## config.mk

```make
export PLATFORM = sky130hd
export DESIGN_NAME = path_glob_component_matcher_core
export DESIGN_NICKNAME = d
export VERILOG_FILES = /design/src/sv/pgcm_pkg.sv /design/src/sv/pgcm_ram.sv /design/src/sv/pgcm_datapath.sv /design/src/sv/pgcm_ctrl.sv /design/src/sv/path_glob_component_matcher_core.sv
export SDC_FILE = /design/constraint.sdc
export NUM_CORES = 2
export LEC_CHECK = 0
export ABC_AREA = 1
export BUFFER_PORTS_ARGS = -buffer_cell sky130_fd_sc_hd__buf_2
export CORE_MARGIN = 4
export CORE_UTILIZATION = 50
export CTS_BUF_LIST = sky130_fd_sc_hd__clkbuf_8
export DETAILED_ROUTE_END_ITERATION = 10
export PLACE_DENSITY = 0.75
export SLEW_MARGIN = 25
export SYNTH_ARGS = -nofsm -noshare
export SYNTH_HDL_FRONTEND = slang
export SYNTH_SLANG_ARGS = --single-unit
```

## constraint.sdc

```tcl
create_clock -name i_clk -period 4.2 [get_ports i_clk]
set_clock_uncertainty 0.2 [all_clocks]
set_input_delay 0.84 -clock i_clk [delete_from_list [all_inputs] [get_ports i_clk]]
set_output_delay 0.84 -clock i_clk [all_outputs]
set_load 0.03 [all_outputs]
```

## src/sv/pgcm_pkg.sv

```systemverilog
// ============================================================================
// pgcm_pkg
// Shared types and constants of the path glob component matcher.
// ============================================================================
`default_nettype none

package pgcm_pkg;

    // Default bound on stored pattern and name bytes.
    localparam int MAX_LEN_DEFAULT = 64;

    // Special byte values.
    localparam logic [7:0] CHAR_STAR  = 8'h2A;
    localparam logic [7:0] CHAR_SLASH = 8'h2F;
    localparam logic [7:0] CHAR_SPACE = 8'h20;
    localparam logic [7:0] CHAR_DEL   = 8'h7F;

    // Input item kinds.
    localparam logic MODE_PATTERN = 1'b0;
    localparam logic MODE_NAME    = 1'b1;

    // Result status codes.
    localparam logic [1:0] STATUS_EVALUATED   = 2'd0;
    localparam logic [1:0] STATUS_NAME_LONG   = 2'd1;
    localparam logic [1:0] STATUS_BAD_BYTE    = 2'd2;
    localparam logic [1:0] STATUS_PATTERN_LONG = 2'd3;

    // Commands from the controller to the datapath.
    typedef struct packed {
        logic accept;
        logic eval_init;
        logic scan_start;
        logic scan_rd;
        logic scan_step;
        logic cmp_init;
        logic cmp_rd;
        logic cmp_step;
        logic dstar_init;
        logic dstar_step;
        logic star_apply;
        logic commit_new;
        logic next_part;
        logic load_out;
        logic clear_name;
    } t_cmd;

    // Status from the datapath to the controller.
    typedef struct packed {
        logic [1:0] status_code;
        logic       part_left;
        logic       scan_end;
        logic       scan_slash;
        logic       is_dstar;
        logic       is_star;
        logic       cmp_last;
        logic       dstar_last;
        logic       out_busy;
    } t_sts;

endpackage

`default_nettype wire

```

## src/sv/pgcm_ram.sv

```systemverilog
// ============================================================================
// pgcm_ram
// Generic single-write, single-read RAM with registered read data.
// ============================================================================
`default_nettype none

module pgcm_ram #(
    parameter int WIDTH = 8,
    parameter int DEPTH = 64
) (
    input  wire logic                     i_clk,
    input  wire logic                     i_we,
    input  wire logic [$clog2(DEPTH)-1:0] i_waddr,
    input  wire logic [WIDTH-1:0]         i_wdata,
    input  wire logic [$clog2(DEPTH)-1:0] i_raddr,
    output logic      [WIDTH-1:0]         o_rdata
);

    logic [WIDTH-1:0] r_mem [DEPTH];

    // Write port and registered read port.
    always_ff @(posedge i_clk) begin
        if (i_we) begin
            r_mem[i_waddr] <= i_wdata;
        end
        o_rdata <= r_mem[i_raddr];
    end

endmodule

`default_nettype wire

```

## src/sv/pgcm_datapath.sv

```systemverilog
// ============================================================================
// pgcm_datapath
// Byte stores, length counters, component scan and compare, match row.
// ============================================================================
`default_nettype none

module pgcm_datapath #(
    parameter int MAX_LEN = pgcm_pkg::MAX_LEN_DEFAULT
) (
    input  wire logic            i_clk,
    input  wire logic            i_rst_n,
    input  wire pgcm_pkg::t_cmd  i_cmd,
    output pgcm_pkg::t_sts       o_sts,
    input  wire logic            i_mode,
    input  wire logic [7:0]      i_byte,
    input  wire logic            i_last,
    input  wire logic            i_out_ready,
    output logic                 o_out_valid,
    output logic                 o_matched,
    output logic [1:0]           o_status
);

    localparam int AW = $clog2(MAX_LEN);
    localparam int CW = $clog2(MAX_LEN + 1);
    localparam int RW = MAX_LEN + 1;
    localparam logic [CW-1:0] LEN_MAX = CW'(MAX_LEN);

    // Ingest state.
    logic [CW-1:0]      r_plen;
    logic               r_povf;
    logic               r_pclosed;
    logic [CW-1:0]      r_nlen;
    logic               r_nlong;
    logic               r_nbad;
    logic [CW-1:0]      r_slash_cnt;
    logic               r_last_slash;
    logic [MAX_LEN-1:0] r_nonempty;

    // Evaluation state.
    logic [RW-1:0]      r_row;
    logic [RW-1:0]      r_new;
    logic [RW-1:0]      n_new;
    logic [CW-1:0]      r_nq;
    logic [CW-1:0]      r_ps;
    logic [CW-1:0]      r_sp;
    logic [1:0]         r_slen;
    logic               r_s0;
    logic               r_s1;
    logic [CW-1:0]      r_j;
    logic [CW-1:0]      r_k;
    logic [CW-1:0]      r_q;
    logic               r_eq;
    logic               r_acc;

    logic [CW-1:0]      plen_base;
    logic               p_we;
    logic               n_we;
    logic [CW-1:0]      pa;
    logic [CW-1:0]      qp1;
    logic [7:0]         pdata;
    logic [7:0]         ndata;
    logic               pat_end;
    logic               nam_end;
    logic [1:0]         status_code;

    assign plen_base = r_pclosed ? '0 : r_plen;
    assign p_we = i_cmd.accept && (i_mode == pgcm_pkg::MODE_PATTERN) && (plen_base < LEN_MAX);
    assign n_we = i_cmd.accept && (i_mode == pgcm_pkg::MODE_NAME) && (r_nlen < LEN_MAX);
    assign pa   = r_ps + r_k;
    assign qp1  = r_q + CW'(1);

    pgcm_ram #(.WIDTH(8), .DEPTH(MAX_LEN)) u_pat_ram (
        .i_clk   (i_clk),
        .i_we    (p_we),
        .i_waddr (plen_base[AW-1:0]),
        .i_wdata (i_byte),
        .i_raddr (i_cmd.scan_rd ? r_sp[AW-1:0] : pa[AW-1:0]),
        .o_rdata (pdata)
    );

    pgcm_ram #(.WIDTH(8), .DEPTH(MAX_LEN)) u_name_ram (
        .i_clk   (i_clk),
        .i_we    (n_we),
        .i_waddr (r_nlen[AW-1:0]),
        .i_wdata (i_byte),
        .i_raddr (r_j[AW-1:0]),
        .o_rdata (ndata)
    );

    // Component end tests during the lockstep compare.
    assign pat_end = (pa == r_plen) || (pdata == pgcm_pkg::CHAR_SLASH);
    assign nam_end = (r_j == r_nlen) || (ndata == pgcm_pkg::CHAR_SLASH);

    // Status priority: pattern too long, name too long, bad byte.
    always_comb begin
        if (r_povf) begin
            status_code = pgcm_pkg::STATUS_PATTERN_LONG;
        end else if (r_nlong) begin
            status_code = pgcm_pkg::STATUS_NAME_LONG;
        end else if (r_nbad) begin
            status_code = pgcm_pkg::STATUS_BAD_BYTE;
        end else begin
            status_code = pgcm_pkg::STATUS_EVALUATED;
        end
    end

    // Next value of the row being built for an ordinary component.
    always_comb begin
        n_new = r_new;
        if (i_cmd.cmp_init) begin
            n_new = '0;
        end else if (i_cmd.cmp_step && nam_end) begin
            n_new[qp1] = r_row[r_q] && r_eq && pat_end;
        end
    end

    // Status toward the controller.
    always_comb begin
        o_sts.status_code = status_code;
        o_sts.part_left   = r_ps < r_plen;
        o_sts.scan_end    = r_sp == r_plen;
        o_sts.scan_slash  = pdata == pgcm_pkg::CHAR_SLASH;
        o_sts.is_dstar    = (r_slen == 2'd2) && r_s0 && r_s1;
        o_sts.is_star     = (r_slen == 2'd1) && r_s0;
        o_sts.cmp_last    = nam_end && ((r_j == r_nlen) ||
                            (({1'b0, r_j} + (CW + 1)'(1)) == {1'b0, r_nlen}));
        o_sts.dstar_last  = r_q == r_nq;
        o_sts.out_busy    = o_out_valid && !i_out_ready;
    end

    // Pattern and name ingest control state.
    always_ff @(posedge i_clk) begin
        if (!i_rst_n) begin
            r_plen       <= '0;
            r_povf       <= 1'b0;
            r_pclosed    <= 1'b0;
            r_nlen       <= '0;
            r_nlong      <= 1'b0;
            r_nbad       <= 1'b0;
            r_slash_cnt  <= '0;
            r_last_slash <= 1'b0;
            r_nonempty   <= '0;
        end else if (i_cmd.clear_name) begin
            r_nlen       <= '0;
            r_nlong      <= 1'b0;
            r_nbad       <= 1'b0;
            r_slash_cnt  <= '0;
            r_last_slash <= 1'b0;
            r_nonempty   <= '0;
        end else if (i_cmd.accept) begin
            if (i_mode == pgcm_pkg::MODE_PATTERN) begin
                r_pclosed <= i_last;
                if (plen_base < LEN_MAX) begin
                    r_plen <= plen_base + CW'(1);
                    r_povf <= r_pclosed ? 1'b0 : r_povf;
                end else begin
                    r_plen <= plen_base;
                    r_povf <= 1'b1;
                end
            end else begin
                if (r_nlen < LEN_MAX) begin
                    r_nlen <= r_nlen + CW'(1);
                    if (i_byte == pgcm_pkg::CHAR_SLASH) begin
                        r_slash_cnt  <= r_slash_cnt + CW'(1);
                        r_last_slash <= 1'b1;
                    end else begin
                        r_nonempty[r_slash_cnt[AW-1:0]] <= 1'b1;
                        r_last_slash <= 1'b0;
                    end
                end else begin
                    r_nlong <= 1'b1;
                end
                if ((i_byte < pgcm_pkg::CHAR_SPACE) || (i_byte == pgcm_pkg::CHAR_DEL)) begin
                    r_nbad <= 1'b1;
                end
            end
        end
    end

    // Evaluation datapath registers.
    always_ff @(posedge i_clk) begin
        r_new <= n_new;
        if (i_cmd.eval_init) begin
            r_row <= RW'(1);
            r_ps  <= '0;
            r_nq  <= r_slash_cnt + CW'(!r_last_slash);
        end
        if (i_cmd.scan_start) begin
            r_sp   <= r_ps;
            r_slen <= 2'd0;
            r_s0   <= 1'b0;
            r_s1   <= 1'b0;
        end
        if (i_cmd.scan_step) begin
            if (r_slen == 2'd0) begin
                r_s0 <= pdata == pgcm_pkg::CHAR_STAR;
            end
            if (r_slen == 2'd1) begin
                r_s1 <= pdata == pgcm_pkg::CHAR_STAR;
            end
            if (r_slen != 2'd3) begin
                r_slen <= r_slen + 2'd1;
            end
            r_sp <= r_sp + CW'(1);
        end
        // A lone star needs a non-empty name component.
        if (i_cmd.star_apply) begin
            r_row <= {r_row[MAX_LEN-1:0] & r_nonempty, 1'b0};
        end
        // Globstar: running OR of the row, one entry a cycle.
        if (i_cmd.dstar_init) begin
            r_q   <= '0;
            r_acc <= 1'b0;
        end
        if (i_cmd.dstar_step) begin
            r_row[r_q] <= r_acc || r_row[r_q];
            r_acc      <= r_acc || r_row[r_q];
            r_q        <= qp1;
        end
        // Lockstep byte compare of one pattern component against each name component.
        if (i_cmd.cmp_init) begin
            r_j  <= '0;
            r_k  <= '0;
            r_q  <= '0;
            r_eq <= 1'b1;
        end
        if (i_cmd.cmp_step) begin
            r_j <= r_j + CW'(1);
            if (nam_end) begin
                r_q  <= qp1;
                r_k  <= '0;
                r_eq <= 1'b1;
            end else begin
                if (pat_end || (pdata != ndata)) begin
                    r_eq <= 1'b0;
                end
                if (!pat_end) begin
                    r_k <= r_k + CW'(1);
                end
            end
        end
        if (i_cmd.commit_new) begin
            r_row <= n_new;
        end
        if (i_cmd.next_part) begin
            r_ps <= (r_sp < r_plen) ? r_sp + CW'(1) : r_sp;
        end
    end

    // Result register, held until taken.
    always_ff @(posedge i_clk) begin
        if (!i_rst_n) begin
            o_out_valid <= 1'b0;
        end else if (i_cmd.load_out) begin
            o_out_valid <= 1'b1;
        end else if (i_out_ready) begin
            o_out_valid <= 1'b0;
        end
    end

    always_ff @(posedge i_clk) begin
        if (i_cmd.load_out) begin
            o_status  <= status_code;
            o_matched <= (status_code == pgcm_pkg::STATUS_EVALUATED) && r_row[r_nq];
        end
    end

endmodule

`default_nettype wire

```

## src/sv/pgcm_ctrl.sv

```systemverilog
// ============================================================================
// pgcm_ctrl
// Sequencer for intake and the component-by-component evaluation.
// ============================================================================
`default_nettype none

module pgcm_ctrl (
    input  wire logic            i_clk,
    input  wire logic            i_rst_n,
    input  wire logic            i_valid,
    input  wire logic            i_mode,
    input  wire logic            i_last,
    output logic                 o_ready,
    input  wire pgcm_pkg::t_sts  i_sts,
    output pgcm_pkg::t_cmd       o_cmd
);

    typedef enum logic [9:0] {
        S_IDLE   = 10'b0000000001,
        S_START  = 10'b0000000010,
        S_PCHK   = 10'b0000000100,
        S_SCAN_A = 10'b0000001000,
        S_SCAN_D = 10'b0000010000,
        S_KIND   = 10'b0000100000,
        S_DSTAR  = 10'b0001000000,
        S_CMP_A  = 10'b0010000000,
        S_CMP_D  = 10'b0100000000,
        S_DONE   = 10'b1000000000
    } t_state;

    t_state r_state;
    t_state n_state;

    assign o_ready = r_state == S_IDLE;

    // Next state and commands.
    always_comb begin
        n_state = r_state;
        o_cmd   = '0;
        unique case (r_state)
            S_IDLE: begin
                if (i_valid) begin
                    o_cmd.accept = 1'b1;
                    if ((i_mode == pgcm_pkg::MODE_NAME) && i_last) begin
                        n_state = S_START;
                    end
                end
            end
            S_START: begin
                if (i_sts.status_code != pgcm_pkg::STATUS_EVALUATED) begin
                    n_state = S_DONE;
                end else begin
                    o_cmd.eval_init = 1'b1;
                    n_state = S_PCHK;
                end
            end
            S_PCHK: begin
                if (i_sts.part_left) begin
                    o_cmd.scan_start = 1'b1;
                    n_state = S_SCAN_A;
                end else begin
                    n_state = S_DONE;
                end
            end
            S_SCAN_A: begin
                if (i_sts.scan_end) begin
                    n_state = S_KIND;
                end else begin
                    o_cmd.scan_rd = 1'b1;
                    n_state = S_SCAN_D;
                end
            end
            S_SCAN_D: begin
                if (i_sts.scan_slash) begin
                    n_state = S_KIND;
                end else begin
                    o_cmd.scan_step = 1'b1;
                    n_state = S_SCAN_A;
                end
            end
            S_KIND: begin
                if (i_sts.is_dstar) begin
                    o_cmd.dstar_init = 1'b1;
                    n_state = S_DSTAR;
                end else if (i_sts.is_star) begin
                    o_cmd.star_apply = 1'b1;
                    o_cmd.next_part  = 1'b1;
                    n_state = S_PCHK;
                end else begin
                    o_cmd.cmp_init = 1'b1;
                    n_state = S_CMP_A;
                end
            end
            S_DSTAR: begin
                o_cmd.dstar_step = 1'b1;
                if (i_sts.dstar_last) begin
                    o_cmd.next_part = 1'b1;
                    n_state = S_PCHK;
                end
            end
            S_CMP_A: begin
                o_cmd.cmp_rd = 1'b1;
                n_state = S_CMP_D;
            end
            S_CMP_D: begin
                o_cmd.cmp_step = 1'b1;
                if (i_sts.cmp_last) begin
                    o_cmd.commit_new = 1'b1;
                    o_cmd.next_part  = 1'b1;
                    n_state = S_PCHK;
                end else begin
                    n_state = S_CMP_A;
                end
            end
            S_DONE: begin
                if (!i_sts.out_busy) begin
                    o_cmd.load_out   = 1'b1;
                    o_cmd.clear_name = 1'b1;
                    n_state = S_IDLE;
                end
            end
            default: begin
                n_state = S_IDLE;
            end
        endcase
    end

    // State register.
    always_ff @(posedge i_clk) begin
        if (!i_rst_n) begin
            r_state <= S_IDLE;
        end else begin
            r_state <= n_state;
        end
    end

endmodule

`default_nettype wire

```

## src/sv/path_glob_component_matcher_core.sv

```systemverilog
// ============================================================================
// path_glob_component_matcher_core
// Matches streamed names against a stored slash-separated glob pattern.
// ============================================================================
// Pattern bytes (tuser 0) and name bytes (tuser 1) are taken one per cycle
// while the block is idle; a result item follows each name byte marked
// tlast. Evaluation then stops intake: for each pattern component the
// block first reads its bytes one at a time to classify it through
// the pattern store's single read port, then applies a lone star to the
// match row, sweeps a globstar across the match row, or compares an
// ordinary component byte by byte through both store read ports.
// A rejected name (too long, bad byte, or pattern too long) skips the
// evaluation. The result waits in an output register; intake resumes
// once it is loaded.
`default_nettype none

module path_glob_component_matcher_core #(
    parameter int MAX_LEN = pgcm_pkg::MAX_LEN_DEFAULT
) (
    input  wire logic       i_clk,
    input  wire logic       i_rst_n,
    input  wire logic       i_s_axis_tvalid,
    output logic            o_s_axis_tready,
    input  wire logic [7:0] i_s_axis_tdata,   // [7:0] data_byte
    input  wire logic       i_s_axis_tuser,   // [0] mode
    input  wire logic       i_s_axis_tlast,
    output logic            o_m_axis_tvalid,
    input  wire logic       i_m_axis_tready,
    output logic [7:0]      o_m_axis_tdata    // [0] matched, [2:1] status, [7:3] zero
);

    pgcm_pkg::t_cmd cmd;
    pgcm_pkg::t_sts sts;
    logic           matched;
    logic [1:0]     status;

    pgcm_ctrl u_ctrl (
        .i_clk   (i_clk),
        .i_rst_n (i_rst_n),
        .i_valid (i_s_axis_tvalid),
        .i_mode  (i_s_axis_tuser),
        .i_last  (i_s_axis_tlast),
        .o_ready (o_s_axis_tready),
        .i_sts   (sts),
        .o_cmd   (cmd)
    );

    pgcm_datapath #(.MAX_LEN(MAX_LEN)) u_dp (
        .i_clk       (i_clk),
        .i_rst_n     (i_rst_n),
        .i_cmd       (cmd),
        .o_sts       (sts),
        .i_mode      (i_s_axis_tuser),
        .i_byte      (i_s_axis_tdata),
        .i_last      (i_s_axis_tlast),
        .i_out_ready (i_m_axis_tready),
        .o_out_valid (o_m_axis_tvalid),
        .o_matched   (matched),
        .o_status    (status)
    );

    assign o_m_axis_tdata = {5'b0, status, matched};

endmodule

`default_nettype wire

```

==> impl_metrics.toml <==
[outcome]
run_status = "completed"

[layout]
drive_gt1_share_pct = 8.16
final_nets = 6251
fillers = 10000
design_area_mm2 = 0.0654
area_growth_pct = 10.1

[power_and_ir_drop]
internal_power_mw = 20.1
ir_drop_mv = 0.309
powerDensity_mw_per_mm2 = 413
seq_power_share_pct = 53.9
power_switching_mw = 6.86
switching_share_pct = 25.4
total_power_mw = 27.0
pwr-share-clk_pct = 38.3
comb_power_share_pct = 7.7
leakage_nw = 24.7

[place]
pre_cts_ws_ps = 492
port_buffers = 18
routabilityCongestion = 0.939
post-dp-hpwl_um = 96600
place_area_mm2 = 0.0614

[setup_path]
start_kind = "register"
critPathArrivalTime_ps = 4220
crit_fanout = 12
cp.required_ps = 4510
rr_worst_depth = 9
endpoint_kind = "register"
critPathKind = "register to register"

[grt]
grt_pass1_vias = 43200
antenna_found_initial = 6
grt_max_degree = 130
grt_usage_pct = 25.5
grt_pass1_wl_um = 250000
grt-ovfl-total = 0

[synth]
synth_edf_count = 1056
netlist.area_leader.share_pct = 53.4
synthArstFlopShare_pct = 0
syn_inst = 6173
avgSynthCellArea_um2 = 9.62
synth_area_leaders = "edfxtp_1 53%, dfxtp_1 9.0%, nand2_1 7.1%"
synth_ff_type = "edfxtp_1"
seq_area_frac_synth_pct = 62.4
ys_types = 54
syn_area_mm2 = 0.0594
ys_warn_count = 0
synth_seq_cells = 1322
synth_top_cell_by_area = "edfxtp_1"

[clock_network]
clkSinkCount = 1322
clk_pin_slew_worst_paths_ps = 60
hold_buffers = 2
ctsResizeCount = 0
ctsHtreeMaxLevel = 4
clockBufferDepth = 3
cts_root_buffer = "clkbuf_8"
insertion_delay_ps = 950
cts_tree = "done"
cts_buffers = 208
post-cts-setup-buffers = 0

[timing]
max-slew-margin-rel_pct = 32.6
setup_ws_ps = 297
fin_hold_ws_ps = 132
fin_setup_tns_ps = 0
fmax_ghz = 0.256
hold_viol = 0
rsz0062_at_grt = "no"
drv_slew = 0
final-setup-viol-count = 0
min_period_ps = 3900
period_share_pct = 92.9
worstMarginPinSlew_ps = 1010

[routing]
routedWlPerCell_um = 20.7
drtIter0Drc = 5967
ant_nets = 0
wl_um = 164000
firstDrtPassIters = 6
drc_errors = 0
drt-vias-per-instance = 5.85
num_vias = 46300

[floorplanning]
rows = 126
die_area_mm2 = 0.124
start_util_pct = 50.4
die_w_um = 353
die_h_um = 353
io_pins = 24
fp.coreArea_mm2 = 0.118

[worst_hold_path]
whs_path_depth = 3
min_path_type = "input pin to register"

[job]
max-cap-violations = 0
==> power by group through the flow <==
stage,registers (mW),logic [mW],clock network (mW)
after detailed placement,14.8,2.02,0
after CTS,14.5,2.03,10.5
final,14.6,2.09,10.4
after global placement,14.8,1.99,0
after global routing,14.6,2.29,11.1
after floorplan,14.8,1.31,0
==> worst paths after layout <==
kind | startpoint | to | slack (ps)
max | u_ctrl.r_state[2] | u_dp.u_pat_ram.r_mem[56][4] | 300
min | i_s_axis_tlast | u_dp.r_pclosed | 130
max reg2reg | u_ctrl.r_state[2] | u_dp.u_pat_ram.r_mem[56][4] | 300
min reg2reg | u_dp.r_nonempty[43] | u_dp.r_nonempty[43] | 270
==> cells in the mapped netlist (2+ instances only) <==
| cell type | n |
|---|---|
| a31oi_1 | 5 |
| and2_1 | 65 |
| o211ai_1 | 13 |
| buf_4 | 27 |
| inv_1 | 517 |
| o21ai_2 | 3 |
| a22oi_1 | 2 |
| xor2_1 | 25 |
| nor2_1 | 920 |
| nor2_2 | 9 |
| or2_2 | 14 |
| nor3_1 | 34 |
| o221ai_1 | 50 |
| o311ai_0 | 5 |
| clkinv_1 | 6 |
| clkbuf_1 | 190 |
| nor2_4 | 9 |
| ha_1 | 32 |
| a211oi_1 | 5 |
| edfxtp_1 | 1056 |
| nor4_1 | 16 |
| o21bai_1 | 3 |
| o21a_1 | 3 |
| o22ai_1 | 146 |
| nor3_4 | 2 |
| nor3b_1 | 4 |
| xnor2_1 | 14 |
| o21ai_0 | 438 |
| o21ai_1 | 6 |
| nand3_2 | 3 |
| buf_2 | 122 |
| inv_2 | 11 |
| buf_1 | 11 |
| dfxtp_1 | 266 |
| nor3_2 | 2 |
| nand4_1 | 95 |
| nand3b_1 | 75 |
| nand3_1 | 691 |
| nand2_2 | 9 |
| a21oi_1 | 127 |
| nand2_1 | 1129 |
==> registers in the layout (all words and copies together) (netlist names), 2 cells and up <==
| register | count |
|---|---|
| u_dp.u_name_ram.r_mem | 512 |
| u_dp.r_k | 7 |
| u_dp.r_plen | 7 |
| u_dp.r_nonempty | 64 |
| u_dp.r_new | 65 |
| u_dp.u_name_ram.o_rdata | 8 |
| u_dp.r_nq | 7 |
| u_dp.u_pat_ram.r_mem | 512 |
| u_dp.o_status | 2 |
| u_dp.r_slash_cnt | 7 |
| u_dp.r_j | 7 |
| u_dp.u_pat_ram.o_rdata | 8 |
| u_dp.r_sp | 7 |
| u_dp.r_q | 7 |
| u_dp.r_slen | 2 |
| u_dp.r_ps | 7 |
| u_ctrl.r_state | 10 |
| u_dp.r_nlen | 7 |
| u_dp.r_row | 65 |
==> through the flow <==
stage | std cells | util (%)
2_1_floorplan | 6177 | -
3_3_place_gp | 7528 | 52.0
3_5_place_dp | 7528 | 52.1
4_1_cts | 7909 | 55.4
5_1_grt | 7914 | 55.4
6_report | 7917 | 55.4
==> placed cells by master, fill, tap and decap left out, types with 6 or more instances in the layout <==
cell type,count
buf_2,10
clkinv_2,25
ha_1,32
xor2_1,25
buf_4,131
xnor2_1,14
nor3_1,30
nor2_4,12
nand3_1,690
or2_2,14
o211ai_1,13
diode_2,8
nor2_1,918
o21ai_0,438
buf_12,24
o22ai_1,146
nor2_2,8
dfxtp_1,266
o221ai_1,50
inv_1,596
edfxtp_1,1056
nor3_2,6
clkinv_1,32
and2_1,65
nand3b_1,75
nand2_1,1124
nor4_1,13
nand4_1,95
a21oi_1,127
inv_2,14
nand2_2,12
clkbuf_8,230
==> kinds of logic (layout without fill, tap and decap cells) <==
group,after synthesis,in the layout,synth area share [%]
XOR/XNOR,40,40,0.603
flip-flops,1322,1322,62.4
buffers and inverters,885,1081,6.03
other,1,13,0.00631
AO/OA/AOI/OAI,812,812,7.67
AND/OR/NAND/NOR,3080,3080,22.6
adder cells (fa/ha/maj),33,33,0.708
==> routing by layer <==
layer	share of wire [%]	vias to the layer above	global-route usage, %	routed length (µm)
met1	39	21800	35.1	64200
met2	45	2859	39.1	73800
met3	12	486	6.15	19200
met5	0.015	-	0	24
li1	-	21200	-	-
met4	4.1	4	10.8	6650
==> cell type report <==
cell class / instances / area, µm² / share of cell area [%]
antenna: 8 / 20.0 / 0.0306
clock buffer: 230 / 3170 / 4.84
clock inverter: 149 / 782 / 1.20
inverter: 534 / 2010 / 3.08
multi-input combinational: 3970 / 18900 / 28.9
sequential: 1322 / 37000 / 56.6
tap: 1536 / 1920 / 2.94
timing repair buffer: 168 / 1550 / 2.36
==> worst max-delay path, stage by stage (launching register included) <==
cell and delay [ps]:
dfxtp_1 320, nor2_1 300, inv_1 110, nor2_2 160
nand4_1 120, nor2_1 190, nand2_1 350, nor2_1 420
nand2_1 600, nor2_1 700
(Power assumes the default switching activity.)
